`src/sv/m4inv_pkg.sv`:
```
// ----------------------------------------------------------------------------
// m4inv_pkg
// shared constants and the cofactor term index table for the 4x4 inverse
// ----------------------------------------------------------------------------
package m4inv_pkg;

    localparam int W64      = 64;
    localparam int DIG_BITS = 8;

    localparam logic signed [W64-1:0] S64_MAX = {1'b0, {(W64-1){1'b1}}};
    localparam logic signed [W64-1:0] S64_MIN = {1'b1, {(W64-1){1'b0}}};

    // element index of factor k of minor term t for cofactor (r, c)
    function automatic logic [3:0] tri_idx(input logic [1:0] r, input logic [1:0] c,
                                           input logic [2:0] t, input logic [1:0] k);
        logic [1:0] col;
        logic [1:0] row;
        logic [1:0] mc;
        col = 2'd0;
        unique case (t)
            3'd0: col = k;
            3'd1: col = (k == 2'd0) ? 2'd0 : ((k == 2'd1) ? 2'd2 : 2'd1);
            3'd2: col = (k == 2'd0) ? 2'd1 : ((k == 2'd1) ? 2'd0 : 2'd2);
            3'd3: col = (k == 2'd0) ? 2'd1 : ((k == 2'd1) ? 2'd2 : 2'd0);
            3'd4: col = (k == 2'd0) ? 2'd2 : ((k == 2'd1) ? 2'd0 : 2'd1);
            3'd5: col = (k == 2'd0) ? 2'd2 : ((k == 2'd1) ? 2'd1 : 2'd0);
            default: col = 2'd0;
        endcase
        row = (k < r) ? k : k + 2'd1;
        mc  = (col < c) ? col : col + 2'd1;
        return {row, mc};
    endfunction

    // minor terms that enter with a minus sign
    function automatic logic term_neg(input logic [2:0] t);
        return (t == 3'd1) || (t == 3'd2) || (t == 3'd5);
    endfunction

endpackage

```
`src/sv/m4inv_mul.sv`:
```
// ----------------------------------------------------------------------------
// m4inv_mul
// signed 64 x DW multiplier, one 8-bit digit of the second operand per cycle
// ----------------------------------------------------------------------------
module m4inv_mul #(
    parameter int DW = 32
) (
    input  logic                                   i_clk,
    input  logic                                   i_rst_n,
    input  logic                                   i_start,
    input  logic signed [m4inv_pkg::W64-1:0]       i_op_a,
    input  logic signed [DW-1:0]                   i_op_b,
    output logic                                   o_done,
    output logic signed [m4inv_pkg::W64+((DW+m4inv_pkg::DIG_BITS-1)/m4inv_pkg::DIG_BITS)
                         *m4inv_pkg::DIG_BITS:0]  o_prod
);
    import m4inv_pkg::*;

    localparam int NSTEP = (DW + DIG_BITS - 1) / DIG_BITS;
    localparam int MW    = NSTEP * DIG_BITS;
    localparam int AW    = W64 + MW;
    localparam int CW    = $clog2(NSTEP + 1);

    logic [W64-1:0]          r_mcand;
    logic [MW-1:0]           r_mplier;
    logic [AW-1:0]           r_acc;
    logic                    r_neg;
    logic [CW-1:0]           r_cnt;
    logic                    r_busy;
    logic                    r_fin;
    logic                    r_done;
    logic signed [AW:0]      r_prod;
    logic [W64-1:0]          mag_a;
    logic [DW-1:0]           mag_b;
    logic [W64+DIG_BITS-1:0] pp;

    assign mag_a = i_op_a[W64-1] ? W64'(-i_op_a) : W64'(i_op_a);
    assign mag_b = i_op_b[DW-1] ? DW'(-i_op_b) : DW'(i_op_b);
    assign pp    = r_mcand * r_mplier[MW-1 -: DIG_BITS];

    always_ff @(posedge i_clk) begin
        if (!i_rst_n) begin
            r_busy <= 1'b0;
            r_fin  <= 1'b0;
            r_done <= 1'b0;
            r_cnt  <= '0;
        end else begin
            r_done <= r_fin;
            r_fin  <= 1'b0;
            if (i_start) begin
                r_busy <= 1'b1;
                r_cnt  <= CW'(NSTEP);
            end else if (r_busy) begin
                r_cnt <= r_cnt - 1'b1;
                if (r_cnt == CW'(1)) begin
                    r_busy <= 1'b0;
                    r_fin  <= 1'b1;
                end
            end
        end
    end

    always_ff @(posedge i_clk) begin
        if (i_start) begin
            r_mcand  <= mag_a;
            r_mplier <= MW'(mag_b);
            r_acc    <= '0;
            r_neg    <= i_op_a[W64-1] ^ i_op_b[DW-1];
        end else if (r_busy) begin
            r_acc    <= (r_acc << DIG_BITS) + AW'(pp);
            r_mplier <= r_mplier << DIG_BITS;
        end
        if (r_fin) begin
            r_prod <= r_neg ? -$signed({1'b0, r_acc}) : $signed({1'b0, r_acc});
        end
    end

    assign o_done = r_done;
    assign o_prod = r_prod;
endmodule

```
`config.mk`:
```
export PLATFORM = sky130hd
export DESIGN_NAME = m4inv_mul
export DESIGN_NICKNAME = d
export VERILOG_FILES = /design/src/sv/m4inv_pkg.sv /design/src/sv/m4inv_mul.sv
export SDC_FILE = /design/constraint.sdc
export NUM_CORES = 2
export LEC_CHECK = 0
export CORE_ASPECT_RATIO = 0.8
export CORE_MARGIN = 2
export CORE_UTILIZATION = 50
export CTS_CLUSTER_SIZE = 20
export DETAILED_ROUTE_END_ITERATION = 7
export DONT_BUFFER_PORTS = 1
export PLACE_DENSITY = 0.67
export REMOVE_ABC_BUFFERS = 1
export SYNTH_ARGS = -nofsm -noshare
export SYNTH_HDL_FRONTEND = slang
export SYNTH_SLANG_ARGS = --single-unit
```
`constraint.sdc`:
```
create_clock -name i_clk -period 6.7 [get_ports i_clk]
set_input_delay 0 -clock i_clk [delete_from_list [all_inputs] [get_ports i_clk]]
set_output_delay 0 -clock i_clk [all_outputs]
set_load 0.02 [all_outputs]
```
# Yosys cells after proc, flatten, opt, wreduce, memory -nomap -nowiden
# Cells that the tools add are included.
[word_totals]
regBits = 296
latch_bits = 0
ram_bits = 0
rom_bits = 0
output_inout_bits = 98
memories = 0
[classes]
addsub = 5
n_mul = 1
div_mod_pow = 0
order_cmp = 0
n_eq_ne = 1
n_shift = 0
n_mux = 11
bitwise_logic = 3
reduce_logical = 3
[op_table]
columns = ["op", "count"]
rows = [
  ["$neg A96 Y97", 1],
  ["$add A96 B72 Y96", 1],
  ["$mux W32", 3],
  ["$mux W96", 1],
  ["$mul A64 B8 Y72", 1],
  ["$neg A64 Y64", 1],
  ["$mux W63", 1],
  ["$neg A32 Y32", 1],
  ["$mux W3", 2],
  ["$mux W1", 4],
  ["$eq A3 B1 Y1 const B", 1],
  ["$reduce_or A3 Y1", 1],
  ["$sub A3 B1 Y3 const B", 1],
  ["$not A1 Y1", 2],
  ["$reduce_bool A2 Y1", 1],
  ["$reduce_or A2 Y1", 1],
  ["$xor A1 B1 Y1", 1],
]

# Longest topological paths before layout
[logic_depth]
ltp_word = 4
depth_mapped = 24

# Worst setup path before layout
# OpenSTA, ideal clock, no wires.
[synth_path]
path_type = "register to register"
startpoint = "reg r_mplier[25]"
endpoint = "reg r_acc[95]"
setup_time_ns = 0.091
arrival_ns = 6.180
setup_slack_ns = 0.429
path_stages_with_launch = 23
synth_period_minus_slack_ns = 6.271
cell_sequence = "edfxtp_1 clkbuf_1 clkbuf_1 nand2_1 fa_1 inv_1 fa_1 fa_1 inv_1 fa_1 inv_1 ha_1 clkbuf_1 nand4_1 or4b_1 or3_1 nor4_1 a32o_1 o21bai_1 o21ai_2 nand3_1 or3_1 a311oi_1"
[synth_between]
elab_chain_len = 2
[synth_lines]
columns = ["element", "line", "source"]
rows = [
  ["start: declaration", "m4inv_mul.sv:25", "logic [MW-1:0] r_mplier;"],
  ["start signal: assignment", "m4inv_mul.sv:66", "r_mplier <= MW'(mag_b);"],
  ["start signal: assignment", "m4inv_mul.sv:71", "r_mplier <= r_mplier << DIG_BITS;"],
  ["$mul A64 B8 Y72", "m4inv_mul.sv:39", "assign pp = r_mcand * r_mplier[MW-1 -: DIG_BITS];"],
  ["$add A96 B72 Y96", "m4inv_mul.sv:70", "r_acc <= (r_acc << DIG_BITS) + AW'(pp);"],
  ["end signal: assignment", "m4inv_mul.sv:70", ""],
  ["end: declaration", "m4inv_mul.sv:26", "logic [AW-1:0] r_acc;"],
]
# No other way between the ends.
# A chain may end at the register's enable or synchronous reset.

# Final worst setup path
[layout_path]
startpoint = "reg r_mplier[28]"
endpoint = "reg r_acc[72]"
# Same word-level chain as after synthesis.

==> flow_summary.html <==
<table>
<tr><th>Metric</th><th>Value</th></tr>
<tr><th colspan="2">Outcome</th></tr>
<tr><td>Run status</td><td>completed</td></tr>
<tr><th colspan="2">Finish</th></tr>
<tr><td>Commonest non-fill, non-tap cell in the layout</td><td>sky130_fd_sc_hd__inv_1</td></tr>
<tr><td>Layout filler cell count</td><td>5,712</td></tr>
<tr><td>Final core occ</td><td>0.571</td></tr>
<tr><td>Post-route cell area</td><td>36,800 µm²</td></tr>
<tr><td>Layout-stage area growth over the synthesis result</td><td>12.6%</td></tr>
<tr><td>Share of post-route cells with drive strength above 1</td><td>0.0459</td></tr>
<tr><td>Leading cell types in the layout, fill and taps excluded</td><td>sky130_fd_sc_hd__inv_1 (558), sky130_fd_sc_hd__fa_1 (435), sky130_fd_sc_hd__and2_1 (396)</td></tr>
<tr><td>Number of nets in the layout</td><td>4,270</td></tr>
<tr><th colspan="2">Logic synthesis</th></tr>
<tr><td>Number of different library cells in the post-synthesis netlist</td><td>74</td></tr>
<tr><td>Primary FF master, synth</td><td>sky130_fd_sc_hd__edfxtp_1</td></tr>
<tr><td>Post-synth EDFFs</td><td>194</td></tr>
<tr><td>Mapped Cells</td><td>3,507</td></tr>
<tr><td>#FFs+latches synth</td><td>296</td></tr>
<tr><td>Synth Warn #</td><td>0</td></tr>
<tr><td>Netlist area before placement</td><td>32,600 µm²</td></tr>
<tr><td>Post-synthesis area per instance</td><td>9.31 µm²</td></tr>
<tr><td>Post-synth ARST share</td><td>0</td></tr>
<tr><td>Proportion of synthesized chip area in sequential cells</td><td>0.241</td></tr>
<tr><th colspan="2">Place</th></tr>
<tr><td>Count of buffers from port buffering</td><td>0</td></tr>
<tr><td>Placed instance area</td><td>33,700 µm²</td></tr>
<tr><td>Global placer's final weighted congestion</td><td>0.955</td></tr>
<tr><td>Half-perimeter wire length after placement</td><td>69,700 µm</td></tr>
<tr><th colspan="2">Critical path</th></tr>
<tr><td>Crit path max-delay family</td><td>adder cells</td></tr>
<tr><td>Total buffers and inverters traversed by the critical path</td><td>5</td></tr>
<tr><td>Crit path top cell by count</td><td>sky130_fd_sc_hd__fa_1</td></tr>
<tr><td>Maximum net fanout on the critical path</td><td>33</td></tr>
<tr><td>Largest stage delay on the critical path</td><td>0.56 ns</td></tr>
<tr><td>Req. time, crit path</td><td>7.22 ns</td></tr>
<tr><td>Endpoint class of the critical path</td><td>flop</td></tr>
<tr><td>Category of the worst setup path launch point</td><td>flop</td></tr>
<tr><td>WS Path Type</td><td>reg2reg</td></tr>
<tr><td>Critical Path Slowest Stage Cell</td><td>sky130_fd_sc_hd__fa_1</td></tr>
<tr><td>Arr. time, crit path</td><td>6.92 ns</td></tr>
<tr><td>Cells traversed along the worst timing path</td><td>buf_12, buf_4, and2_1, fa_1, fa_1, fa_1, inv_1, fa_1, inv_1, ha_1, a21oi_1, o21ai_0, a21oi_1, o22ai_1, o21ai_0, nand3_1, a21oi_1, nor4_1, buf_4, or4_1, nand3_1</td></tr>
<tr><th colspan="2">STA</th></tr>
<tr><td>Hold violation total from the final report</td><td>0</td></tr>
<tr><td>Final Skew</td><td>0.0168 ns</td></tr>
<tr><td>Number of pins with negative max-slew slack in the final report</td><td>0</td></tr>
<tr><td>Worst relative slew slack</td><td>0.296</td></tr>
<tr><td>Final number of setup-violating endpoints</td><td>0</td></tr>
<tr><td>Worst slew pin tran</td><td>1.05 ns</td></tr>
<tr><td>Setup TNS</td><td>0 ns</td></tr>
<tr><td>Part of the cycle the worst path needs</td><td>0.955</td></tr>
<tr><td>Unrepaired setup endpoints after global routing</td><td>false</td></tr>
<tr><td>Final critical path time including I/O delays and setup</td><td>6.40 ns</td></tr>
<tr><td>Upper clock frequency limit</td><td>156 MHz</td></tr>
<tr><th colspan="2">Clocking</th></tr>
<tr><td>Maximum count of clock buffers along a single path</td><td>3</td></tr>
<tr><td>Clk_lat worst skew</td><td>0.58 ns</td></tr>
<tr><td>Master cell of the clock root buffer</td><td>sky130_fd_sc_hd__clkbuf_16</td></tr>
<tr><td>Number of buffers created by CTS</td><td>36</td></tr>
<tr><td>H-tree depth reported by CTS</td><td>2</td></tr>
<tr><td>TritonCTS clock tree</td><td>built</td></tr>
<tr><td>Clock transition at the registers of the reported paths</td><td>0.06 ns</td></tr>
<tr><td>Clock sink count</td><td>296</td></tr>
<tr><th colspan="2">GRT</th></tr>
<tr><td>Global-route wire length before repair</td><td>145,000 µm</td></tr>
<tr><td>Overall track demand over capacity in global routing</td><td>0.276</td></tr>
<tr><td>Number of antenna violations at the first check in global routing</td><td>2</td></tr>
<tr><td>Maximum number of pins on one net before global-route repair</td><td>192</td></tr>
<tr><td>Total global routing overflow</td><td>0</td></tr>
<tr><td>Number of global-route vias before repair</td><td>25,300</td></tr>
<tr><th colspan="2">Floorplan</th></tr>
<tr><td>Ports</td><td>197</td></tr>
<tr><td>Horizontal extent of the die</td><td>290 µm</td></tr>
<tr><td>Die Area</td><td>67,400 µm²</td></tr>
<tr><td>Initial core utilization</td><td>0.507</td></tr>
<tr><td>Area of the core</td><td>64,400 µm²</td></tr>
<tr><td>Vert. Die Dim</td><td>233 µm</td></tr>
<tr><td>Site row count</td><td>83</td></tr>
<tr><th colspan="2">Drt</th></tr>
<tr><td>Number of design rule violations left after detail routing</td><td>0</td></tr>
<tr><td>Initial DRC count</td><td>2,091</td></tr>
<tr><td>Average wire per standard cell</td><td>20.3 µm</td></tr>
<tr><td>Number of iterations in the first detailed-routing pass</td><td>6</td></tr>
<tr><td>Per-cell via count in the routed design</td><td>5.63</td></tr>
<tr><td>Number of nets still failing antenna checks after routing</td><td>0</td></tr>
<tr><td>Final wirelength</td><td>91,600 µm</td></tr>
<tr><td>Vias</td><td>25,400</td></tr>
<tr><th colspan="2">Run</th></tr>
<tr><td># Max-Cap Violations</td><td>0</td></tr>
<tr><th colspan="2">Worst hold path</th></tr>
<tr><td>Class of the worst hold path</td><td>in2reg</td></tr>
</table>
## worst reg2reg max path, cell delays in order (launching register included)
cell and delay, ns:
sky130_fd_sc_hd__edfxtp_1 0.43, sky130_fd_sc_hd__buf_12 0.20, sky130_fd_sc_hd__buf_4 0.26, sky130_fd_sc_hd__and2_1 0.23
sky130_fd_sc_hd__fa_1 0.55, sky130_fd_sc_hd__fa_1 0.46, sky130_fd_sc_hd__fa_1 0.56, sky130_fd_sc_hd__inv_1 0.06
sky130_fd_sc_hd__fa_1 0.52, sky130_fd_sc_hd__inv_1 0.04, sky130_fd_sc_hd__ha_1 0.40, sky130_fd_sc_hd__a21oi_1 0.35
sky130_fd_sc_hd__o21ai_0 0.16, sky130_fd_sc_hd__a21oi_1 0.22, sky130_fd_sc_hd__o22ai_1 0.16, sky130_fd_sc_hd__o21ai_0 0.28
sky130_fd_sc_hd__nand3_1 0.21, sky130_fd_sc_hd__a21oi_1 0.40, sky130_fd_sc_hd__nor4_1 0.12, sky130_fd_sc_hd__buf_4 0.17
sky130_fd_sc_hd__or4_1 0.50, sky130_fd_sc_hd__nand3_1 0.08
## cell type report
type	instances	area, µm²	share of cell area
Sequential cell	296	7880	0.214
Timing Repair Buffer	249	2450	0.0667
Antenna cell	1	2.50	0.0000681
Tap cell	850	1060	0.0289
Multi-Input combinational cell	2489	22100	0.601
Inverter	559	2100	0.0571
Clock inverter	23	267	0.00725
Clock buffer	41	920	0.0250
## cell families after synthesis
| group | count (synthesis) | synth area share |
|---|---|---|
| and+or+nand+nor | 1136 | 0.185 |
| buffers and inverters | 722 | 0.0831 |
| adders and majority gates | 540 | 0.307 |
| AOI/OAI and AO/OA | 503 | 0.0988 |
| DFF | 296 | 0.241 |
| xor gates and xnor gates | 268 | 0.0719 |
| muxes | 42 | 0.0129 |
## synthesized netlist by cell type, types with 14 or more instances
| cell | count | share of area |
|---|---|---|
| sky130_fd_sc_hd__or4_1 | 29 | 0.0067 |
| sky130_fd_sc_hd__nand2b_1 | 28 | 0.0054 |
| sky130_fd_sc_hd__nor3_1 | 37 | 0.0057 |
| sky130_fd_sc_hd__clkbuf_1 | 160 | 0.018 |
| sky130_fd_sc_hd__o21ai_0 | 129 | 0.020 |
| sky130_fd_sc_hd__edfxtp_1 | 194 | 0.18 |
| sky130_fd_sc_hd__a21oi_1 | 128 | 0.020 |
| sky130_fd_sc_hd__a21o_1 | 33 | 0.0076 |
| sky130_fd_sc_hd__o41ai_1 | 31 | 0.0083 |
| sky130_fd_sc_hd__xnor2_1 | 206 | 0.055 |
| sky130_fd_sc_hd__and3_1 | 14 | 0.0027 |
| sky130_fd_sc_hd__fa_1 | 435 | 0.27 |
| sky130_fd_sc_hd__a211oi_1 | 22 | 0.0051 |
| sky130_fd_sc_hd__and2_1 | 396 | 0.076 |
| sky130_fd_sc_hd__o22ai_1 | 15 | 0.0029 |
| sky130_fd_sc_hd__or3_1 | 39 | 0.0075 |
| sky130_fd_sc_hd__nand3_1 | 39 | 0.0060 |
| sky130_fd_sc_hd__inv_1 | 559 | 0.064 |
| sky130_fd_sc_hd__dfxtp_1 | 102 | 0.063 |
| sky130_fd_sc_hd__o31ai_1 | 53 | 0.012 |
| sky130_fd_sc_hd__mux2i_1 | 41 | 0.013 |
| sky130_fd_sc_hd__xor2_1 | 62 | 0.017 |
| sky130_fd_sc_hd__nor2_1 | 154 | 0.018 |
| sky130_fd_sc_hd__nand2_1 | 281 | 0.032 |
| sky130_fd_sc_hd__or2_2 | 15 | 0.0029 |
| sky130_fd_sc_hd__nor4_1 | 22 | 0.0042 |
| sky130_fd_sc_hd__o21bai_1 | 17 | 0.0039 |
| sky130_fd_sc_hd__nand4_1 | 47 | 0.0090 |
| sky130_fd_sc_hd__ha_1 | 105 | 0.040 |
## routing by layer
metal	vias up	share of wire	global-route usage
met1	12700	0.46	0.415
met2	997	0.43	0.406
met4	0	0.018	0.0548
li1	11600	-	-
met3	114	0.091	0.0632
met5	-	0	0
## stage by stage
| step | setup WS [ns] | instances | hold slack, ns |
|---|---|---|---|
| after floorplan | -0.138 | 3344 | 0.0691 |
| after global placement | 0.228 | 4254 | 0.0992 |
| after detailed placement | 0.119 | 4254 | 0.0992 |
| after CTS | 0.0771 | 4493 | 0.000623 |
| after global routing | 0.0365 | 4507 | 0.0485 |
| final | 0.302 | 4508 | 0.00281 |
## registers in the layout (all words and copies together) (netlist names)
signal and flops:
r_busy 1, o_done 1, r_cnt 3, o_prod 97, r_mcand 64, r_mplier 32, r_fin 1, r_acc 96
r_neg 1
## final timing paths
path | startpoint | to | slack, ns | cells after the start
setup reg to reg | r_mplier[28]$_DFFE_PP_ | r_acc[72]$_SDFFE_PP0P_ | 0.30 | 21
setup / recovery | r_mplier[28]$_DFFE_PP_ | r_acc[72]$_SDFFE_PP0P_ | 0.30 | 21
hold reg to reg | r_cnt[1]$_SDFFE_PP0P_ | r_cnt[1]$_SDFFE_PP0P_ | 0.48 | 2
hold / removal | i_start | r_mcand[38]$_DFFE_PP_ | 0.003 | 1
## timing repair
action | in CTS | in global routing
hold buffers | 175 | 0
resized for setup | 0 | 2
setup buffers | 0 | 14
endpoints found under the hold margin | 250 | 0
endpoints found under the setup margin | 0 | 26
Power is left out: the tool's default activity adds up to more than one toggle a clock period on the data nets, which glitch-free logic cannot reach.
