==> config.mk <==
export PLATFORM = sky130hd
export DESIGN_NAME = m4inv_ram
export DESIGN_NICKNAME = d
export VERILOG_FILES = /design/src/sv/m4inv_ram.sv
export SDC_FILE = /design/constraint.sdc
export NUM_CORES = 1
export LEC_CHECK = 0
export BUFFER_PORTS_ARGS = -buffer_cell sky130_fd_sc_hd__buf_2
export CAP_MARGIN = 20
export CORE_MARGIN = 4
export CORE_UTILIZATION = 55
export CTS_CLUSTER_SIZE = 40
export DETAILED_ROUTE_END_ITERATION = 10
export GPL_ROUTABILITY_DRIVEN = 1
export PLACE_DENSITY = 0.72
export SETUP_SLACK_MARGIN = 0.1
export SYNTH_ARGS = -nofsm -noshare
export SYNTH_HDL_FRONTEND = slang
export SYNTH_SLANG_ARGS = --single-unit
==> constraint.sdc <==
create_clock -name i_clk -period 6.3 [get_ports i_clk]
set_clock_uncertainty 0.2 [all_clocks]
set_input_delay 0.945 -clock i_clk [delete_from_list [all_inputs] [get_ports i_clk]]
set_output_delay 0.945 -clock i_clk [all_outputs]
set_load 0.005 [all_outputs]
==> src/sv/m4inv_ram.sv <==
// ----------------------------------------------------------------------------
// m4inv_ram
// generic single write port ram with registered read
// ----------------------------------------------------------------------------
module m4inv_ram #(
    parameter int WIDTH = 32,
    parameter int DEPTH = 16
) (
    input  logic                     i_clk,
    input  logic                     i_we,
    input  logic [$clog2(DEPTH)-1:0] i_waddr,
    input  logic [WIDTH-1:0]         i_wdata,
    input  logic [$clog2(DEPTH)-1:0] i_raddr,
    output logic [WIDTH-1:0]         o_rdata
);
    logic [WIDTH-1:0] mem [DEPTH];

    always_ff @(posedge i_clk) begin
        if (i_we) begin
            mem[i_waddr] <= i_wdata;
        end
        o_rdata <= mem[i_raddr];
    end
endmodule

# ---- Yosys cells after proc, flatten, opt, wreduce, memory -nomap -nowiden
# Memories as Yosys holds them, arrays and structs flattened. A register that Yosys moved wholly into a read port is not among the register bits.
# Index checks and enable logic that the tools add are counted.
dict set report totals {
  reg_bits 0
  mem_bits_rw 512
  inputBits 42
  out_inout_bits 32
  memories 1
}
# name depth word_bits read_ports rd_clocked_by_memory_dff write_ports line_no
set mem_list {}
lappend mem_list {mem 16 32 1 1 1 16} ;# logic [WIDTH-1:0] mem [DEPTH];
dict set report classes {
  mux 2
}
# operator count
set op_table {}
lappend op_table {{two-way mux 1 bit} 2}

# ---- Longest topological paths before layout
# Gate-level depths: netlist of run 1.
dict set report depth {
  word_depth 2
  depth_mapped 5
  depth_no_buf 3
}

# ---- Worst setup path after synthesis of run 1
# No wires, ideal clock.
dict set report synth_path {
  path_kind {in2reg}
  startpoint {input i_waddr[2]}
  endpoint {memory mem[0][0], enable pin}
  arrival_time_ns 3.663
  required_time_ns 5.639
  setup_slack_ns 1.975
  stages 2
  path_buffers 0
  cell_sequence {or3b_2 -> nor3_1}
}
# element line_no
set synth_rtl {}
lappend synth_rtl {{start, declared} 11} ;# input logic [$clog2(DEPTH)-1:0] i_waddr,
lappend synth_rtl {{end, declared} 16}
# Straight into the memory's write port.

==> results of run 1 <==
metal layers:
layer | vias up | share of wire [%]
met1 | 4746 | 40
met2 | 354 | 52
met4 | 0 | 1.7
met5 | - | 0
li1 | 3787 | -
met3 | 60 | 6.6
cells by family after synthesis:
kind of cell           after synthesis  share of synthesized area [%]
flip-flops                         544                          80.67
multiplexers                       128                          14.52
buffers and inverters               43                          1.122
AND/OR/NAND/NOR                     59                          1.273
AO/OA/AOI/OAI                       64                          2.420
flip-flops by register name, summed over array words and instances (netlist names):
name / flops
o_rdata: 32
mem: 512
worst reg2reg max path, stage by stage (launching register included):
cell and delay, ns:
edfxtp_1 0.40, mux4_2 0.49, a22oi_1 0.24, nand2_1 0.08
where the power goes:
group,total (W),switching (W),internal (W)
sequential,0.00407,0.0000273,0.00405
combinational,0.000338,0.000196,0.000142
clock,0.00301,0.00124,0.00178
total,0.00742,0.00146,0.00596
metrics by stage:
| stage | power [W] | setup WS, ns | instance area [µm²] | instances |
|---|---|---|---|---|
| after floorplan | 0.004338 | 1.975 | 19850 | 838 |
| after global placement | 0.004483 | 2.803 | 20900 | 1350 |
| after detailed placement | 0.004493 | 2.817 | 20900 | 1350 |
| after CTS | 0.007473 | 3.387 | 22570 | 1445 |
| after global routing | 0.007667 | 3.203 | 22570 | 1445 |
| final | 0.007423 | 3.407 | 22570 | 1446 |
worst paths after layout:
kind	startpoint	endpoint	slack, ns	cells after the start
worst max-delay path	i_raddr[0]	o_rdata[17]$_DFF_P_	3.41	5
worst min-delay path	mem[14][13]$_DFFE_PP_	o_rdata[13]$_DFF_P_	0.47	3
worst max register to register	mem[2][17]$_DFFE_PP_	o_rdata[17]$_DFF_P_	4.79	3
worst min register to register	mem[14][13]$_DFFE_PP_	o_rdata[13]$_DFF_P_	0.47	3
cells in the final DEF, fill, tap and decap left out:
cell / n
a22oi_1: 64
and2_2: 1
diode_2: 1
buf_4: 20
nor2b_4: 2
mux4_2: 128
nand2_1: 33
nor3_2: 4
nor2_4: 13
or3b_2: 1
dfxtp_1: 32
buf_2: 71
nand3b_1: 2
clkinv_1: 4
clkinv_2: 5
clkbuf_8: 10
buf_12: 2
edfxtp_1: 512
nand2b_1: 2
nand3_1: 1
clkinv_4: 1
clkbuf_16: 53
clkbuf_1: 20
bufinv_16: 3
final cells by class:
| cell class | instances | share of cell area [%] |
|---|---|---|
| clock inverters | 13 | 0.6154 |
| flip-flops and latches | 544 | 70.97 |
| diodes | 1 | 0.01109 |
| clock buffers | 82 | 6.758 |
| repair buffers | 94 | 2.478 |
| well taps | 461 | 2.556 |
| multi-input cells | 251 | 16.62 |
==> out/results.tsv, run 1 <==
metric	value	unit
place_hpwl	19550	µm
critPathArrivalTime	3.14	ns
multi_input_area	3750	µm²
die_h	198.0	µm
max_stage_delay	0.65	ns
drc	0	
power_density	328.9	nW/µm²
maxSlewHeadroom	26.11	%
grt_max_degree	129	
fin_util	63.45	%
yosysMostFrequentCell	edfxtp_1	
holdWs	0.4656	ns
core	35570	µm²
clk_path_buf_depth	3	
clock-sinks	544	
grt_pass1_vias	9358	
synth_top_area_cell	edfxtp_1	
synth_seq_cells	544	
cp.required	6.55	ns
synthArstFlopShare	0	%
io_pins	74	
min_period_over_period	45.92	%
synth_area_per_cell	23.69	µm²
syn_inst	838	
seq_area_frac_synth	80.67	%
grt-ovfl-total	0	
worst_slew_pin_slew	1.108	ns
wl_per_cell	28.16	µm
first_iter_violations	931	
antenna_found_initial	0	
slew_violations	0	
clk_pin_slew_worst_paths	0.06	ns
period_needed	2.893	ns
leakagePower	7.259	nW
cp-start-kind	primary input	
numCtsBuffers	52	
critPathKind	primary input to flip-flop	
cts_tree	built	
outcome	finished, final reports clean	
drt_wl_total	40710	µm
cp_slowest_cell	clkbuf_8	
via_per_inst	6.187	
area_delta_synth_final	13.67	%
drv_cap	0	
layout.nets	985	
die_x	198.0	µm
yosysWarningCount	0	
start_util	55.82	%
die_area	39200	µm²
drive_gt1_share	31.91	%
synth_edf_count	512	
ys.flop_type	edfxtp_1	
ys_top_cells_by_area	edfxtp_1 77%, mux4_2 15%, dfxtp_1 3.2%	
synth_top_area_share	77.44	%
drt-pass1-iter-count	5	
holdBufCountCts	0	
clock_latency	0.56	ns
grt_most_used_layer	met2	
seqCellArea	16020	µm²
cp.buffers_inverters	2	
grt_use_met2	35.66	%
hold_class	flip-flop to flip-flop	
fillCellCount	2368	
grt_pass1_wl	60970	µm
post_cts_resized	0	
crit_chain	clkbuf_8, buf_12, mux4_2, a22oi_1, nand2_1	
grt_use_met3	3.437	%
finalHoldViolations	0	
final-setup-viol-count	0	
drtAntennaViolNets	0	
fmax	345.7	MHz
h-tree-depth	2	
port_buffers	73	
finalWeightedCongestion	0.7069	
grt_usage	21.31	%
cts-root-buf	clkbuf_16	
synth_nets	880	
fp-row-count	69	
vias	8947	
critPathTopFamily	buffers and inverters	
setup_tns	0	ns
worst-path-max-fanout	70	
cts_setup_buffers	0	
cp-end-kind	flip-flop	
synth_area	19850	µm²
use_met1	30.26	%
synth_common_cells	512 x edfxtp_1, 128 x mux4_2, 64 x a22oi_1	
synthDistinctLibCells	18	
ir_drop	281.3	µV
rsz0062_at_grt	false	
Power figures use the tool's default switching activity.
==> run 2: changes to the inputs <==
--- a/config.mk
+++ b/config.mk
@@ -12,7 +12,7 @@
 export CTS_CLUSTER_SIZE = 40
 export DETAILED_ROUTE_END_ITERATION = 10
 export GPL_ROUTABILITY_DRIVEN = 1
-export PLACE_DENSITY = 0.72
+export PLACE_DENSITY = 0.75
 export SETUP_SLACK_MARGIN = 0.1
 export SYNTH_ARGS = -nofsm -noshare
 export SYNTH_HDL_FRONTEND = slang
==> constraint.sdc (replaced) <==
create_clock -name i_clk -period 2.6 [get_ports i_clk]
set_clock_uncertainty 0.2 [all_clocks]
set_input_delay 0.39 -clock i_clk [delete_from_list [all_inputs] [get_ports i_clk]]
set_output_delay 0.39 -clock i_clk [all_outputs]
set_load 0.005 [all_outputs]
==> out/results.tsv, run 2 (synthesis gave the netlist of run 1 again) <==
metric	value	unit
drive_gt1_share	32.72	%
place_hpwl	20940	µm
grt_pass1_wl	61750	µm
cp_slowest_cell	dfxtp_1	
fmax	599.3	MHz
cp.buffers_inverters	1	
worst-path-max-fanout	1	
h-tree-depth	2	
worstReg2RegStart	mem[3][22]$_DFFE_PP_	
via_per_inst	6.197	
clock-sinks	544	
comb_power_share	5.0	%
antenna_found_initial	2	
r2r_cells	3	
p_sw	0.003607	W
critPathArrivalTime	1.08	ns
cts_setup_buffers	0	
leakagePower	7.554	nW
drt-pass1-iter-count	5	
area_delta_synth_final	17.34	%
critPathKind	flip-flop to output port	
clk_path_buf_depth	3	
largest_reg_flops	512	
layout.nets	1027	
hp-start	i_wdata[29]	
grt_usage	21.54	%
start_util	55.82	%
clk_pin_slew_worst_paths	0.06	ns
cts-root-buf	clkbuf_16	
holdBufCountCts	25	
setup_tns	0	ns
cts_tree	built	
wl_per_cell	28.04	µm
seqPwrFrac	54.2	%
holdPathEnd	mem[12][29]$_DFFE_PP_	
worstHoldPathCells	1	
fin_util	65.50	%
grt_most_used_layer	met2	
final-setup-viol-count	0	
power_density	781.6	nW/µm²
fp-row-count	69	
cp.required	2.01	ns
grt_max_degree	40	
final_cell_mix	512 x edfxtp_1, 128 x mux4_2, 71 x buf_2	
finalHoldViolations	0	
rsz0062_at_grt	false	
core	35570	µm²
clock_latency	0.57	ns
first_iter_violations	1108	
drtAntennaViolNets	0	
seqCellArea	16020	µm²
outcome	finished, final reports clean	
clkPwrFrac	40.8	%
cp-end-kind	output port	
finalPower	0.01821	W
period_needed	1.669	ns
grt-ovfl-total	0	
slew_violations	0	
min_period_over_period	64.18	%
die_h	198.0	µm
fillCellCount	2236	
ir_drop	528.9	µV
drv_cap	0	
final_common_cell	edfxtp_1	
holdWs	0.01266	ns
hold_class	primary input to flip-flop	
die_x	198.0	µm
post_cts_resized	0	
cp-start-kind	flip-flop	
largest_register	mem	
grt_pass1_vias	9500	
numCtsBuffers	52	
fin_area	23300	µm²
maxSlewHeadroom	62.11	%
p_sw_share	19.81	%
grt_use_met3	3.250	%
vias	9227	
grt_use_met2	35.74	%
die_area	39200	µm²
crit_chain	buf_2	
place_area	21340	µm²
drc	0	
port_buffers	73	
max_stage_delay	0.38	ns
drt_wl_total	41750	µm
critPathTopFamily	flip-flops	
r2r_end	o_rdata[22]$_DFF_P_	
internal-power	0.01460	W
use_met1	30.79	%
worst_slew_pin_slew	0.5672	ns
r2r_slack	1.08	ns
largestRegisters	mem (512), o_rdata (32)	
multi_input_area	3775	µm²
finalWeightedCongestion	0.7275	
io_pins	74	
## run 2: area by class of cell
cell class / instances / area share, %
well taps: 461 / 2.476
multi-input cells: 251 / 16.20
clock buffers: 80 / 6.472
diodes: 1 / 0.01074
clock inverters: 16 / 0.8325
flip-flops and latches: 544 / 68.75
repair buffers: 136 / 5.258
## run 2: metal layers
metal | vias up | part of all wire (%)
li1 | 3870 | -
met1 | 4836 | 39
met2 | 447 | 51
met3 | 72 | 7.9
met4 | 2 | 2.0
met5 | - | 0.031
## run 2: power by group through the flow
| stage | clock, W | combinational, W | sequential [W] |
|---|---|---|---|
| finish | 0.00743 | 0.000913 | 0.00987 |
| global route | 0.00795 | 0.000982 | 0.00988 |
| CTS | 0.00754 | 0.000922 | 0.00987 |
| detailed placement | 0 | 0.000887 | 0.0101 |
| global placement | 0 | 0.000869 | 0.0100 |
| floorplan | 0 | 0.000475 | 0.0100 |
## run 2: stage by stage
| step | worst slack, ns | instances |
|---|---|---|
| after floorplan | -0.3181 | 838 |
| after global placement | 0.3712 | 1367 |
| after detailed placement | 0.3484 | 1367 |
| after CTS | 0.9211 | 1488 |
| after global routing | 0.8774 | 1489 |
| final | 0.9313 | 1489 |
## run 2: how the worst max path moves through the flow
stage,from,end,slack [ns],cells after the start
after detailed placement,i_raddr[0],o_rdata[10]$_DFF_P_,0.35,5
after global routing,i_raddr[0],o_rdata[29]$_DFF_P_,0.88,5
after floorplan,i_waddr[2],mem[1][0]$_DFFE_PP_,-0.32,2
after CTS,o_rdata[12]$_DFF_P_,o_rdata[12],0.92,1
final,o_rdata[12]$_DFF_P_,o_rdata[12],0.93,1
after global placement,i_raddr[0],o_rdata[10]$_DFF_P_,0.37,5
==> run 3: changes to the inputs <==
--- a/config.mk
+++ b/config.mk
@@ -5,6 +5,7 @@
 export SDC_FILE = /design/constraint.sdc
 export NUM_CORES = 1
 export LEC_CHECK = 0
+export ABC_AREA = 1
 export BUFFER_PORTS_ARGS = -buffer_cell sky130_fd_sc_hd__buf_2
 export CAP_MARGIN = 20
 export CORE_MARGIN = 4
==> constraint.sdc (replaced) <==
create_clock -name i_clk -period 1.4 [get_ports i_clk]
set_clock_uncertainty 0.2 [all_clocks]
set_input_delay 0.21 -clock i_clk [delete_from_list [all_inputs] [get_ports i_clk]]
set_output_delay 0.21 -clock i_clk [all_outputs]
set_load 0.005 [all_outputs]
==> out/results.tsv, run 3 <==
metric	value	unit
area_delta_synth_final	19.07	%
drt-pass1-iter-count	5	
synth_area_per_cell	10.72	µm²
drtAntennaViolNets	0	
dp_cells	2736	
critPathTopFamily	flip-flops	
setup_slack	-0.06176	ns
final-setup-viol-count	26	
clock-sinks	544	
place_hpwl	33530	µm
grt-ovfl-total	0	
fillCellCount	2877	
cp-start-kind	flip-flop	
hold_class	primary input to flip-flop	
clock_latency	0.59	ns
fp-row-count	74	
yosysMostFrequentCell	nand2_1	
period_needed	1.462	ns
layout.nets	2337	
critPathKind	flip-flop to output port	
cts_tree	built	
drv_cap	0	
vias	15470	
critPathArrivalTime	1.05	ns
ir_drop	1179	µV
synth_nets	2162	
cts-root-buf	clkbuf_16	
largest_register	mem	
grt_max_degree	38	
crit_cells	1	
seqCellArea	16040	µm²
via_per_inst	5.398	
fin_cells	2865	
synth_area	22730	µm²
drive_gt1_share	13.50	%
worst_slew_pin_slew	0.4055	ns
synth_top_area_cell	edfxtp_1	
numCtsBuffers	53	
leakagePower	11.58	nW
wl_per_cell	19.08	µm
synth_common_cells	677 x nand2_1, 512 x edfxtp_1, 388 x inv_1	
finalPower	0.03433	W
synthArstFlopShare	0	%
drc	0	
r2r_cells	6	
maxSlewHeadroom	72.97	%
clk_pin_slew_worst_paths	0.06	ns
first_iter_violations	1584	
final_cell_mix	672 x nand2_1, 512 x edfxtp_1, 385 x inv_1	
worstHoldPathCells	5	
syn_inst	2120	
cp_slowest_cell	dfxtp_2	
min_period_over_period	104.4	%
power_density	1268	nW/µm²
num_antenna_cells	0	
crit_chain	buf_2	
drt_wl_total	54670	µm
grt_pass1_wl	85590	µm
ys.flop_type	edfxtp_1	
r2r_slack	0.16	ns
synth_seq_cells	544	
fin_util	66.28	%
core	40830	µm²
yosysWarningCount	0	
die_area	44650	µm²
antenna_found_initial	0	
synth_edf_count	512	
worstReg2RegStart	mem[4][0]$_DFFE_PP_	
final_common_cell	nand2_1	
cp.required	0.99	ns
violations	negative setup slack	
hp-start	i_raddr[2]	
outcome	finished, violations left	
h-tree-depth	2	
die_x	211.3	µm
finalHoldViolations	0	
worst-path-max-fanout	1	
cts_setup_buffers	0	
synthDistinctLibCells	15	
clk_path_buf_depth	3	
start_util	55.67	%
holdPathEnd	o_rdata[4]$_DFF_P_	
io_pins	74	
grt_usage	24.77	%
cp-end-kind	output port	
largestRegisters	mem (512), o_rdata (32)	
max_stage_delay	0.35	ns
finalWeightedCongestion	0.8281	
r2r_end	o_rdata[0]$_DFF_P_	
slew_violations	0	
setup_tns	-0.5747	ns
grt_pass1_vias	15400	
multi_input_area	4735	µm²
ys_top_cells_by_area	edfxtp_1 68%, nand2_1 11%, nand3_1 8.5%	
largest_reg_flops	512	
holdWs	0.03262	ns
fmax	684.1	MHz
synth_top_area_share	67.64	%
rsz0062_at_grt	true	
seq_area_frac_synth	70.46	%
cp.buffers_inverters	1	
die_h	211.3	µm
port_buffers	73	
run 3: cell types whose count changed after synthesis, sizes merged:
cell	before	now
a22oi	64	0
and2	1	0
buf	26	91
clkbuf	17	14
inv	0	390
mux4	128	0
nand2	33	677
nand2b	2	0
nand3	1	385
nor2	13	17
nor2b	2	0
nor3	4	0
or3b	1	0
run 3: worst register-to-register path: cells and delay by family (launching register included):
| kind | cells | cell delay [ns] |
|---|---|---|
| simple gates | 6 | 0.53 |
| flops | 1 | 0.40 |
run 3: kinds of logic (layout without fill, tap and decap cells):
logic type / after synthesis / after routing / synth area share [%]
AND/OR/NAND/NOR: 1081 / 1081 / 20.00
flip-flops: 544 / 544 / 70.46
buffers and inverters: 495 / 708 / 9.539
run 3: worst max-delay path by stage:
stage                                 end  slack, ns                 from
floorplan            mem[10][0]$_DFFE_PP_      -0.35           i_waddr[2]
finish                        o_rdata[14]      -0.06  o_rdata[14]$_DFF_P_
global route                  o_rdata[14]       -0.1  o_rdata[14]$_DFF_P_
detailed placement  mem[11][28]$_DFFE_PP_      -0.22           i_waddr[2]
global placement    mem[11][30]$_DFFE_PP_      -0.21           i_waddr[2]
CTS                           o_rdata[14]      -0.08  o_rdata[14]$_DFF_P_
run 3: cell type report:
cell class | instances | area share (%)
clock buffers | 63 | 5.113
clock inverters | 30 | 0.8414
inverters | 390 | 5.464
multi-input cells | 1081 | 17.49
flip-flops and latches | 544 | 59.27
well taps | 532 | 2.459
repair buffers | 225 | 9.362
run 3: through the flow:
step           area [µm²]  worst slack (ns)
2_1_floorplan       22910           -0.3466
3_3_place_gp        25000           -0.2144
3_5_place_dp        25000           -0.2225
4_1_cts             27000          -0.08322
5_1_grt             27060          -0.09607
6_report            27060          -0.06176
run 3: repair_timing:
action,4_1_cts,5_1_grt
endpoints found under the hold margin,543,0
setup endpoints to repair,32,36
gates resized for setup,14,18
hold buffers,36,0
run 3: metal layers:
metal | track usage (%) | share of wire [%] | vias to the layer above
li1 | - | - | 7197
met1 | 31.60 | 38 | 7421
met2 | 43.24 | 51 | 712
met3 | 3.631 | 7.2 | 136
met4 | 9.596 | 3.9 | 0
met5 | 0 | 0 | -
run 3: report_power, final:
part,internal (W),total [W],switching [W]
Combinational,0.000980,0.00260,0.00162
Sequential,0.0182,0.0183,0.000115
Clock,0.00756,0.0134,0.00584
Total,0.0268,0.0343,0.00757
