===== src/sv/m4inv_pkg.sv =====
// ----------------------------------------------------------------------------
// m4inv_pkg
// shared constants and the cofactor term index table for the 4x4 inverse
// ----------------------------------------------------------------------------
package m4inv_pkg;

    localparam int W64      = 64;
    localparam int DIG_BITS = 8;

    localparam logic signed [W64-1:0] S64_MAX = {1'b0, {(W64-1){1'b1}}};
    localparam logic signed [W64-1:0] S64_MIN = {1'b1, {(W64-1){1'b0}}};

    // element index of factor k of minor term t for cofactor (r, c)
    function automatic logic [3:0] tri_idx(input logic [1:0] r, input logic [1:0] c,
                                           input logic [2:0] t, input logic [1:0] k);
        logic [1:0] col;
        logic [1:0] row;
        logic [1:0] mc;
        col = 2'd0;
        unique case (t)
            3'd0: col = k;
            3'd1: col = (k == 2'd0) ? 2'd0 : ((k == 2'd1) ? 2'd2 : 2'd1);
            3'd2: col = (k == 2'd0) ? 2'd1 : ((k == 2'd1) ? 2'd0 : 2'd2);
            3'd3: col = (k == 2'd0) ? 2'd1 : ((k == 2'd1) ? 2'd2 : 2'd0);
            3'd4: col = (k == 2'd0) ? 2'd2 : ((k == 2'd1) ? 2'd0 : 2'd1);
            3'd5: col = (k == 2'd0) ? 2'd2 : ((k == 2'd1) ? 2'd1 : 2'd0);
            default: col = 2'd0;
        endcase
        row = (k < r) ? k : k + 2'd1;
        mc  = (col < c) ? col : col + 2'd1;
        return {row, mc};
    endfunction

    // minor terms that enter with a minus sign
    function automatic logic term_neg(input logic [2:0] t);
        return (t == 3'd1) || (t == 3'd2) || (t == 3'd5);
    endfunction

endpackage


===== src/sv/m4inv_div.sv =====
// ----------------------------------------------------------------------------
// m4inv_div
// restoring divider, one quotient bit per cycle, scaled and saturated result
// ----------------------------------------------------------------------------
module m4inv_div #(
    parameter int DW   = 32,
    parameter int FRAC = 16
) (
    input  logic                             i_clk,
    input  logic                             i_rst_n,
    input  logic                             i_start,
    input  logic signed [m4inv_pkg::W64-1:0] i_num,
    input  logic signed [m4inv_pkg::W64-1:0] i_den,
    output logic                             o_done,
    output logic signed [DW-1:0]             o_quot
);
    import m4inv_pkg::*;

    localparam int NW = W64 + FRAC;
    localparam int CW = $clog2(NW + 1);
    localparam logic [DW-1:0] HALF = {1'b1, {(DW-1){1'b0}}};

    logic [NW-1:0]    r_num;
    logic [W64-1:0]   r_rem;
    logic [W64-1:0]   r_den;
    logic [NW-1:0]    r_q;
    logic             r_neg;
    logic [CW-1:0]    r_cnt;
    logic             r_busy;
    logic             r_fin;
    logic             r_done;
    logic [DW-1:0]    r_quot;
    logic [W64:0]     rem_sh;
    logic             ge;
    logic [DW-1:0]    lim;
    logic [DW-1:0]    qs;
    logic [W64-1:0]   mag_n;
    logic [W64-1:0]   mag_d;

    assign mag_n  = i_num[W64-1] ? W64'(-i_num) : W64'(i_num);
    assign mag_d  = i_den[W64-1] ? W64'(-i_den) : W64'(i_den);
    assign rem_sh = {r_rem, r_num[NW-1]};
    assign ge     = rem_sh >= {1'b0, r_den};
    assign lim    = r_neg ? HALF : HALF - 1'b1;
    assign qs     = (r_q > NW'(lim)) ? lim : r_q[DW-1:0];

    always_ff @(posedge i_clk) begin
        if (!i_rst_n) begin
            r_busy <= 1'b0;
            r_fin  <= 1'b0;
            r_done <= 1'b0;
            r_cnt  <= '0;
        end else begin
            r_done <= r_fin;
            r_fin  <= 1'b0;
            if (i_start) begin
                r_busy <= 1'b1;
                r_cnt  <= CW'(NW);
            end else if (r_busy) begin
                r_cnt <= r_cnt - 1'b1;
                if (r_cnt == CW'(1)) begin
                    r_busy <= 1'b0;
                    r_fin  <= 1'b1;
                end
            end
        end
    end

    always_ff @(posedge i_clk) begin
        if (i_start) begin
            r_num <= NW'(mag_n) << FRAC;
            r_den <= mag_d;
            r_rem <= '0;
            r_q   <= '0;
            r_neg <= i_num[W64-1] ^ i_den[W64-1];
        end else if (r_busy) begin
            r_rem <= ge ? W64'(rem_sh - {1'b0, r_den}) : W64'(rem_sh);
            r_q   <= {r_q[NW-2:0], ge};
            r_num <= r_num << 1;
        end
        if (r_fin) begin
            r_quot <= r_neg ? DW'(-qs) : qs;
        end
    end

    assign o_done = r_done;
    assign o_quot = r_quot;
endmodule


===== config.mk =====
export PLATFORM = sky130hd
export DESIGN_NAME = m4inv_div
export DESIGN_NICKNAME = d
export VERILOG_FILES = /design/src/sv/m4inv_pkg.sv /design/src/sv/m4inv_div.sv
export SDC_FILE = /design/constraint.sdc
export NUM_CORES = 1
export LEC_CHECK = 0
export BUFFER_PORTS_ARGS = -buffer_cell sky130_fd_sc_hd__buf_4
export CELL_PAD_IN_SITES_DETAIL_PLACEMENT = 1
export CELL_PAD_IN_SITES_GLOBAL_PLACEMENT = 1
export CORE_ASPECT_RATIO = 0.6
export CORE_MARGIN = 2
export CORE_UTILIZATION = 38
export CTS_CLUSTER_SIZE = 25
export DETAILED_ROUTE_END_ITERATION = 8
export PLACE_DENSITY_LB_ADDON = 0.15
export RECOVER_POWER = 50
export SYNTH_ARGS = -nofsm -noshare
export SYNTH_HDL_FRONTEND = slang
export SYNTH_SLANG_ARGS = --single-unit
export TNS_END_PERCENT = 30

===== constraint.sdc =====
create_clock -name i_clk -period 6.7 [get_ports i_clk]
set_input_delay 0.335 -clock i_clk [delete_from_list [all_inputs] [get_ports i_clk]]
set_output_delay 0.335 -clock i_clk [all_outputs]
set_load 0.05 [all_outputs]

; After elaboration in Yosys (flattened, before gate mapping)
; Index checks and enable logic that the tools add are counted.
[word_totals]
input_bits = 131
wordCells = 40
output_inout_bits = 33
reg_bits = 315
[classes]
n_addsub = 5
muxes = 14
eq_ne = 1
bitwise = 3
reduce_logical = 3
order_cmp = 2
[op_table]
columns = operator, count
row1 = $mux W80, 2
row2 = $mux W64, 2
row3 = $neg A64 Y64, 2
row4 = $mux W32, 3
row5 = $gt A80 B32 Y1, 1
row6 = $ge A65 B64 Y1, 1
row7 = $sub A64 B64 Y64, 1
row8 = $mux W63, 1
row9 = $neg A32 Y32, 1
row10 = $mux W7, 2
row11 = $eq A7 B1 Y1 const B, 1
row12 = $sub A7 B1 Y7 const B, 1
row13 = $mux W1, 4
row14 = $reduce_or A3 Y1, 1
row15 = $not A1 Y1, 2
row16 = $reduce_bool A2 Y1, 1
row17 = $reduce_or A2 Y1, 1
row18 = $xor A1 B1 Y1, 1

; Longest topological paths before layout
; Gate-level depths: netlist of run 1.
[logic_depth]
depth_word = 5
ltp_mapped = 24
depth_no_buf = 21

; Worst setup path after synthesis of run 1
; Ideal clock, no wire load.
[synth_path]
path_type = register -> register
start = register r_neg
end = register r_quot[26], in the netlist o_quot[26] (data pin)
setup_time_ns = 0.160
setup_slack_ns = 0.997
required_time_ns = 6.540
t_arrival_ns = 5.543
stages_incl_launch_ff = 23
period_less_slack_ns = 5.703
n_path_buf = 4
cell_sequence = edfxtp_1 clkbuf_1 inv_1 clkbuf_1 ha_1 nand4_1 or4_1 nor4_1 inv_1 a21o_1 a21oi_1 clkbuf_1 clkbuf_1 nand2_1 o21ai_0 ha_1 inv_1 a21oi_1 o31ai_1 a211oi_1 o21ai_1 or4_1 a41oi_1
[synth_between]
elab_chain_len = 5
[synth_rtl]
columns = item, line
row1 = from (decl), m4inv_div.sv:27  ; logic r_neg;
row2 = from (signal assigned), m4inv_div.sv:75  ; r_neg <= i_num[W64-1] ^ i_den[W64-1];
row3 = $mux W32, m4inv_div.sv:44  ; assign lim = r_neg ? HALF : HALF - 1'b1;
row4 = $gt A80 B32 Y1, m4inv_div.sv:45  ; assign qs = (r_q > NW'(lim)) ? lim : r_q[DW-1:0];
row5 = $mux W32, m4inv_div.sv:45
row6 = $neg A32 Y32, m4inv_div.sv:82  ; r_quot <= r_neg ? DW'(-qs) : qs;
row7 = $mux W32 (*), m4inv_div.sv:82
row8 = to (signal assigned), m4inv_div.sv:82
row9 = to (decl), m4inv_div.sv:32  ; logic [DW-1:0] r_quot;
; Every way passes the cells marked *; elsewhere a longest branch is shown, timed or not.
; A chain may end at the register's enable or synchronous reset.

==> reports/qor.yml, run 1 <==
drt:
  vias_per_cell: 5.642
  routed_wl_um: 60070
  drc_errors: 0
  drtPass1Iterations: 5
  via_count: 17290
  wl_per_cell_um: 19.60
  ant_nets: 0
  drtIter0Drc: 1114
status:
  status: "finished with violations"
  violations: "capacitance limit, slew limit"
layout:
  stdcell_count: 3065
  syn_to_final_growth_pct: 13.58
  layout.nets: 2577
  drive_gt1_frac: 0.09662
critical_path:
  critPathKind: "primary input to register"
  path_cells: "clkbuf_1 > inv_1 > nand2_1 > or3_1 > o211ai_1"
  required_ns: 7.08
  endpoint_kind: "register"
  cp.arrival_ns: 6.24
  slowest_delay_ns: 3.09
  slowest_stage: "clkbuf_1"
  crit-reg2reg-capture: "o_quot[26]"
  path_max_fanout: 89
  rrSetupSlack_ns: 0.85
  reg2reg_depth: 20
  r2r-start: "r_neg"
  startpoint_type: "primary input"
clocking:
  htree_levels: 2
  clock_sinks: 315
  cts_tree: "done"
  numCtsBuffers: 34
  post_cts_resize_count: 0
  post-cts-setup-buffers: 0
  clock-root-buffer: "clkbuf_16"
  clk_latency_ns: 0.54
  clk_path_buf_depth: 3
  cts.clk_slew.worst_paths_ns: 0.06
  hold_buffers: 0
sta:
  grt_setup_unrepaired: "no"
  skew_ns: 0.02501
  slew_headroom: -1.997
  setup_tns_ns: 0
  worst_pin_slew_ns: 4.495
  fmax_ghz: 0.1706
  fin_crit_ns: 5.861
  setup_violations: 0
  finalCritPeriodShare: 0.8747
  drv_slew: 356
  finalHoldViolations: 0
pwr:
  p_seq_frac: 0.424
  irDropWorstVdd_mv: 0.1357
  pwr-share-comb: 0.223
  intPower_w: 0.003687
  cellPowerDensity_nw_per_um2: 234.3
  p_leak_nw: 9.072
  clkPwrFrac: 0.353
  swShare: 0.3029
  switchingPower_w: 0.001602
logic_synthesis:
  synth_nets: 2484
  ys_seq_area_frac: 0.3983
  synth_area_um2: 19880
  synth_edf_count: 161
  synth_cells: 2251
  synth_top_area_cell: "edfxtp_1"
  ys_types: 69
  ys_ff_latch: 315
  yosys_most_used_dff: "edfxtp_1"
  ys_async_sr_fraction: 0
  yosysTopAreaCellShare: 0.2432
  avgSynthCellArea_um2: 8.831
  synth_top_cells_by_area: "edfxtp_1 24%, dfxtp_1 16%, ha_1 6.4%"
  yosysWarnings: 0
global_route:
  grt_max_degree: 90
  grt_pass1_wl_um: 97860
  grt_pass1_vias: 17470
  antenna_found_initial: 0
  grt_use_total: 0.2210
  grt_overflow_total: 0
min_path:
  hold_depth: 2
  hold_path_class: "primary input to register"
  min_from: "i_rst_n"
  min_to: "o_done"
die:
  rows: 64
  core_area_um2: 51330
  fp.dieW_um: 299.3
  dieArea_um2: 54220
  ios: 164
  start_util: 0.3873
  die_height_um: 181.2
run:
  max_cap_viol_count: 5
placed_design:
  port_buffers: 163
  dp_cells: 3001
  place.gp.congestion: 0.8732
  dpl.hpwl_um: 43920
## stage by stage
step | hold WS [ns] | power (W) | setup slack [ns] | instance area [um^2] | utilization
after floorplan | 0.4339 | 0.003062 | 0.9968 | 19880 | -
after global placement | 0.4742 | 0.003405 | 1.285 | 21650 | 0.4218
after detailed placement | 0.4895 | 0.003441 | 1.002 | 21650 | 0.4218
after CTS | 0.006740 | 0.005335 | 0.9502 | 22730 | 0.4427
after global routing | 0.08845 | 0.005567 | 0.2374 | 22570 | 0.4397
final | 0.08974 | 0.005289 | 0.8392 | 22580 | 0.4398
## state kept, by name, summed over array words and instances (netlist names)
signal / cells
o_done: 1
o_quot: 32
r_busy: 1
r_cnt: 7
r_den: 64
r_fin: 1
r_neg: 1
r_num: 64
r_q: 80
r_rem: 64
## cells in the mapped netlist (14+ instances only)
master,count
inv_1,101
xor2_1,83
o31ai_1,43
a311oi_1,37
nand2_1,202
ha_1,101
dfxtp_1,154
a21oi_1,167
or3_1,37
or4_1,31
nor2_1,247
nor4_1,30
nand4_1,30
xnor2_1,103
o41ai_1,20
a21o_1,60
o21bai_1,15
edfxtp_1,161
o21ai_0,122
o21a_1,14
a211oi_1,15
nand3_1,73
or2_2,15
mux2i_1,83
nor3_1,32
and3_1,14
nor2b_1,17
clkbuf_1,118
## power groups by stage
stage          clock network (W)  logic (W)  registers [W]
2_1_floorplan                  0   0.000803        0.00226
3_3_place_gp                   0    0.00113        0.00227
3_5_place_dp                   0    0.00116        0.00228
4_1_cts                  0.00193    0.00117        0.00224
5_1_grt                  0.00200    0.00132        0.00225
6_report                 0.00187    0.00118        0.00224
## final cells by class
type	instances	area, um^2
timing repair buffer	178	1190
multi-input combinational	1713	11130
sequential	315	7921
clock buffer	54	1036
fill	5947	28750
antenna	2	5.005
tap	693	867.1
clock inverter	8	40.04
inverter	102	382.9
## worst max path at each step
| stage | start | to | slack, ns | depth (start not counted) |
|---|---|---|---|---|
| finish | i_start | r_rem[0] | 0.84 | 5 |
| global route | i_start | r_rem[0] | 0.24 | 5 |
| CTS | r_neg | o_quot[26] | 0.95 | 20 |
| detailed placement | r_neg | o_quot[26] | 1.00 | 20 |
| global placement | r_neg | o_quot[26] | 1.28 | 20 |
| floorplan | r_neg | o_quot[26] | 1.0 | 22 |
## critical path: cells and delay by family
| family | cells | cell delay [ns] |
|---|---|---|
| compound gates | 1 | 0.08 |
| simple gates | 2 | 1.08 |
| buf+inv | 2 | 4.71 |
## logic make-up (layout without fill, tap and decap cells)
| kind of cell | after synthesis | in the layout | synth area share |
|---|---|---|---|
| mux | 83 | 83 | 0.04180 |
| xor+xnor | 186 | 186 | 0.08195 |
| flops | 315 | 315 | 0.3983 |
| simple gates | 763 | 763 | 0.1820 |
| other cells | 0 | 2 | 0 |
| compound gates | 579 | 579 | 0.1888 |
| buf+inv | 223 | 342 | 0.04255 |
| fa+ha+maj | 102 | 102 | 0.06458 |
## cells in the final DEF (no fill, tap or decap), drive strengths merged, types with 101 or more instances in the layout
cell type  synthesis  routed
nor2             247     247
nand2            202     202
a21oi            167     167
edfxtp           161     161
dfxtp            154     154
buf                3     138
o21ai            125     125
xnor2            103     103
ha               101     101
inv              101     101
## metal layers
| metal | routed length [um] | track usage |
|---|---|---|
| met1 | 31560 | 0.3465 |
| met2 | 24430 | 0.3209 |
| met3 | 3370 | 0.03247 |
| met4 | 707 | 0.03580 |
| met5 | 0 | 0 |
Note: power is estimated with default switching activity, not from simulation.
==> run 2: changes to the inputs <==
Settings changed: CTS_CLUSTER_SIZE 25 to not set, GPL_TIMING_DRIVEN set to 1, MAX_ROUTING_LAYER set to met4.
==> run 2 against run 1 <==
Effect of this change:
- the run still ends with capacitance limit, slew limit left
- critical path depth stayed put
- combinational power about the same
- via count rose by 0.39%
- count of clock-buffer cells in the layout unchanged
- non-clock buffer count unchanged
- first-iteration DRC count decreased by 6.6%
- sequential power is essentially flat
- flip-flop and latch count stayed put
- fmax shrank 1.5%
- core utilization is the same
- final area stayed put
- sequential share of layout area stayed put
- largest power group unchanged
==> reports/qor.yml, run 2 (synthesis gave the netlist of run 1 again) <==
status:
  status: "finished with violations"
  violations: "capacitance limit, slew limit"
die:
  core_area_um2: 51330  # unchanged
  rows: 64  # unchanged
  dieArea_um2: 54220  # unchanged
  die_height_um: 181.2  # unchanged
  start_util: 0.3873  # unchanged
  ios: 164  # unchanged
  fp.dieW_um: 299.3  # unchanged
layout:
  finalInstanceArea_um2: 22580  # unchanged
  nFillCells: 5947  # unchanged
  layout_common_cells: "245 x nor2_1, 202 x nand2_1, 166 x a21oi_1, 161 x edfxtp_1, 153 x dfxtp_1"
  post-route-util: 0.4398  # unchanged
  layout.nets: 2577  # unchanged
  layout_commonest_cell: "nor2_1"
  largest-register: "r_q"
  drive_gt1_frac: 0.09662  # unchanged
  syn_to_final_growth_pct: 13.58  # unchanged
  final-seq-area_um2: 7921  # unchanged
  largest_reg_flops: 80  # unchanged
  multiInputGateArea_um2: 11130  # unchanged
sta:
  worst_pin_slew_ns: 4.541  # +0.04561 ns
  skew_ns: 0.02533  # +0.0003193 ns
  fin_crit_ns: 5.952  # +0.09083 ns
  fin_hold_ws_ns: 0.08860  # -0.001144 ns
  setup_violations: 0  # unchanged
  grt_setup_unrepaired: "no"
  drv_slew: 356  # unchanged
  slew_headroom: -2.027  # -0.03041
  finalCritPeriodShare: 0.8883  # +0.01356
  finalHoldViolations: 0  # unchanged
  setup_tns_ns: 0  # unchanged
  fmax_ghz: 0.1680  # -1.5%
drt:
  via_count: 17360  # +0.39%
  vias_per_cell: 5.664  # +0.39%
  routed_wl_um: 60310  # +0.40%
  drtPass1Iterations: 5  # unchanged
  ant_nets: 0  # unchanged
  wl_per_cell_um: 19.68  # +0.40%
  drc_errors: 0  # unchanged
  drtIter0Drc: 1040  # -6.6%
min_path:
  min_to: "o_done"
  hold_depth: 2  # unchanged
  hold_path_class: "primary input to register"
  min_from: "i_rst_n"
clocking:
  clk_path_buf_depth: 3  # unchanged
  post-cts-setup-buffers: 0  # unchanged
  clk_latency_ns: 0.54  # about the same
  htree_levels: 2  # unchanged
  post_cts_resize_count: 0  # unchanged
  cts_tree: "done"
  cts.clk_slew.worst_paths_ns: 0.06  # about the same
  clock-root-buffer: "clkbuf_16"
  clock_sinks: 315  # unchanged
  hold_buffers: 0  # unchanged
  numCtsBuffers: 34  # unchanged
critical_path:
  path_max_fanout: 89  # unchanged
  rrSetupSlack_ns: 0.83  # -0.02 ns
  endpoint_kind: "register"
  required_ns: 7.08  # about the same
  cp.arrival_ns: 6.33  # +0.09 ns
  r2r-start: "r_neg"
  reg2reg_depth: 20  # unchanged
  crit-reg2reg-capture: "o_quot[26]"
  startpoint_type: "primary input"
  critPathKind: "primary input to register"
pwr:
  cellPowerDensity_nw_per_um2: 234.6  # +0.12%
  irDropWorstVdd_mv: 0.1361  # +0.32%
  total_power_w: 0.005296  # +0.12%
  p_leak_nw: 9.072  # unchanged
global_route:
  antenna_found_initial: 0  # unchanged
  grt_max_degree: 90  # unchanged
  grt_pass1_vias: 17460  # -0.069%
  grt_use_total: 0.2279  # +0.006835
  grt_overflow_total: 0  # unchanged
  grt_pass1_wl_um: 97910  # about the same
placed_design:
  place.gp.congestion: 0.8875  # +1.6%
  port_buffers: 163  # unchanged
  dpl.hpwl_um: 43920  # unchanged
  place_area_um2: 21650  # unchanged
run:
  max_cap_viol_count: 5  # unchanged
## run 2: cell counts in the layout (fill, tap and decap cells not counted)
No cell type changed its count.
## run 2: power by group
part / internal, W / leakage [nW] / total [W] / switching, W
Sequential: 0.00218 / 2.81 / 0.00224 / 0.0000634
Combinational: 0.000447 / 5.73 / 0.00118 / 0.000736
Clock: 0.00106 / 0.532 / 0.00187 / 0.000809
## run 2: per-stage QoR
step	cells	setup WS, ns
global route	3063	0.2375
floorplan	2251	0.9968
global placement	3001	1.285
finish	3065	0.7484
detailed placement	3001	1.002
CTS	3063	0.9502
## run 2: layout make-up
type / instances / share of cell area
clock buffers: 54 / 0.04589
diodes: 2 / 0.0002217
well taps: 693 / 0.03841
inverters: 102 / 0.01696
repair buffers: 178 / 0.05270
clock inverters: 8 / 0.001773
multi-input cells: 1713 / 0.4932
flip-flops and latches: 315 / 0.3509
## run 2: worst max-delay path by stage
stage / slack (ns) / from / cells past startpoint / endpoint
finish: 0.75 / i_start / 5 / r_rem[0]
global route: 0.24 / i_start / 5 / r_rem[0]
CTS: 0.95 / r_neg / 20 / o_quot[26]
detailed placement: 1.00 / r_neg / 20 / o_quot[26]
global placement: 1.28 / r_neg / 20 / o_quot[26]
floorplan: 1.0 / r_neg / 22 / o_quot[26]
## run 2: metal layers
layer / up-vias / routed length [um] / GRT usage
li1: 8400 / - / -
met1: 8548 / 32110 / 0.3477
met2: 358 / 24550 / 0.3206
met3: 54 / 2974 / 0.03151
met4: 0 / 675 / 0.03580
met5: - / 0 / -
## run 2: critical path, stage by stage
cell      delay, ns
clkbuf_1       3.12
inv_1          1.63
nand2_1        0.90
or3_1          0.20
o211ai_1       0.08
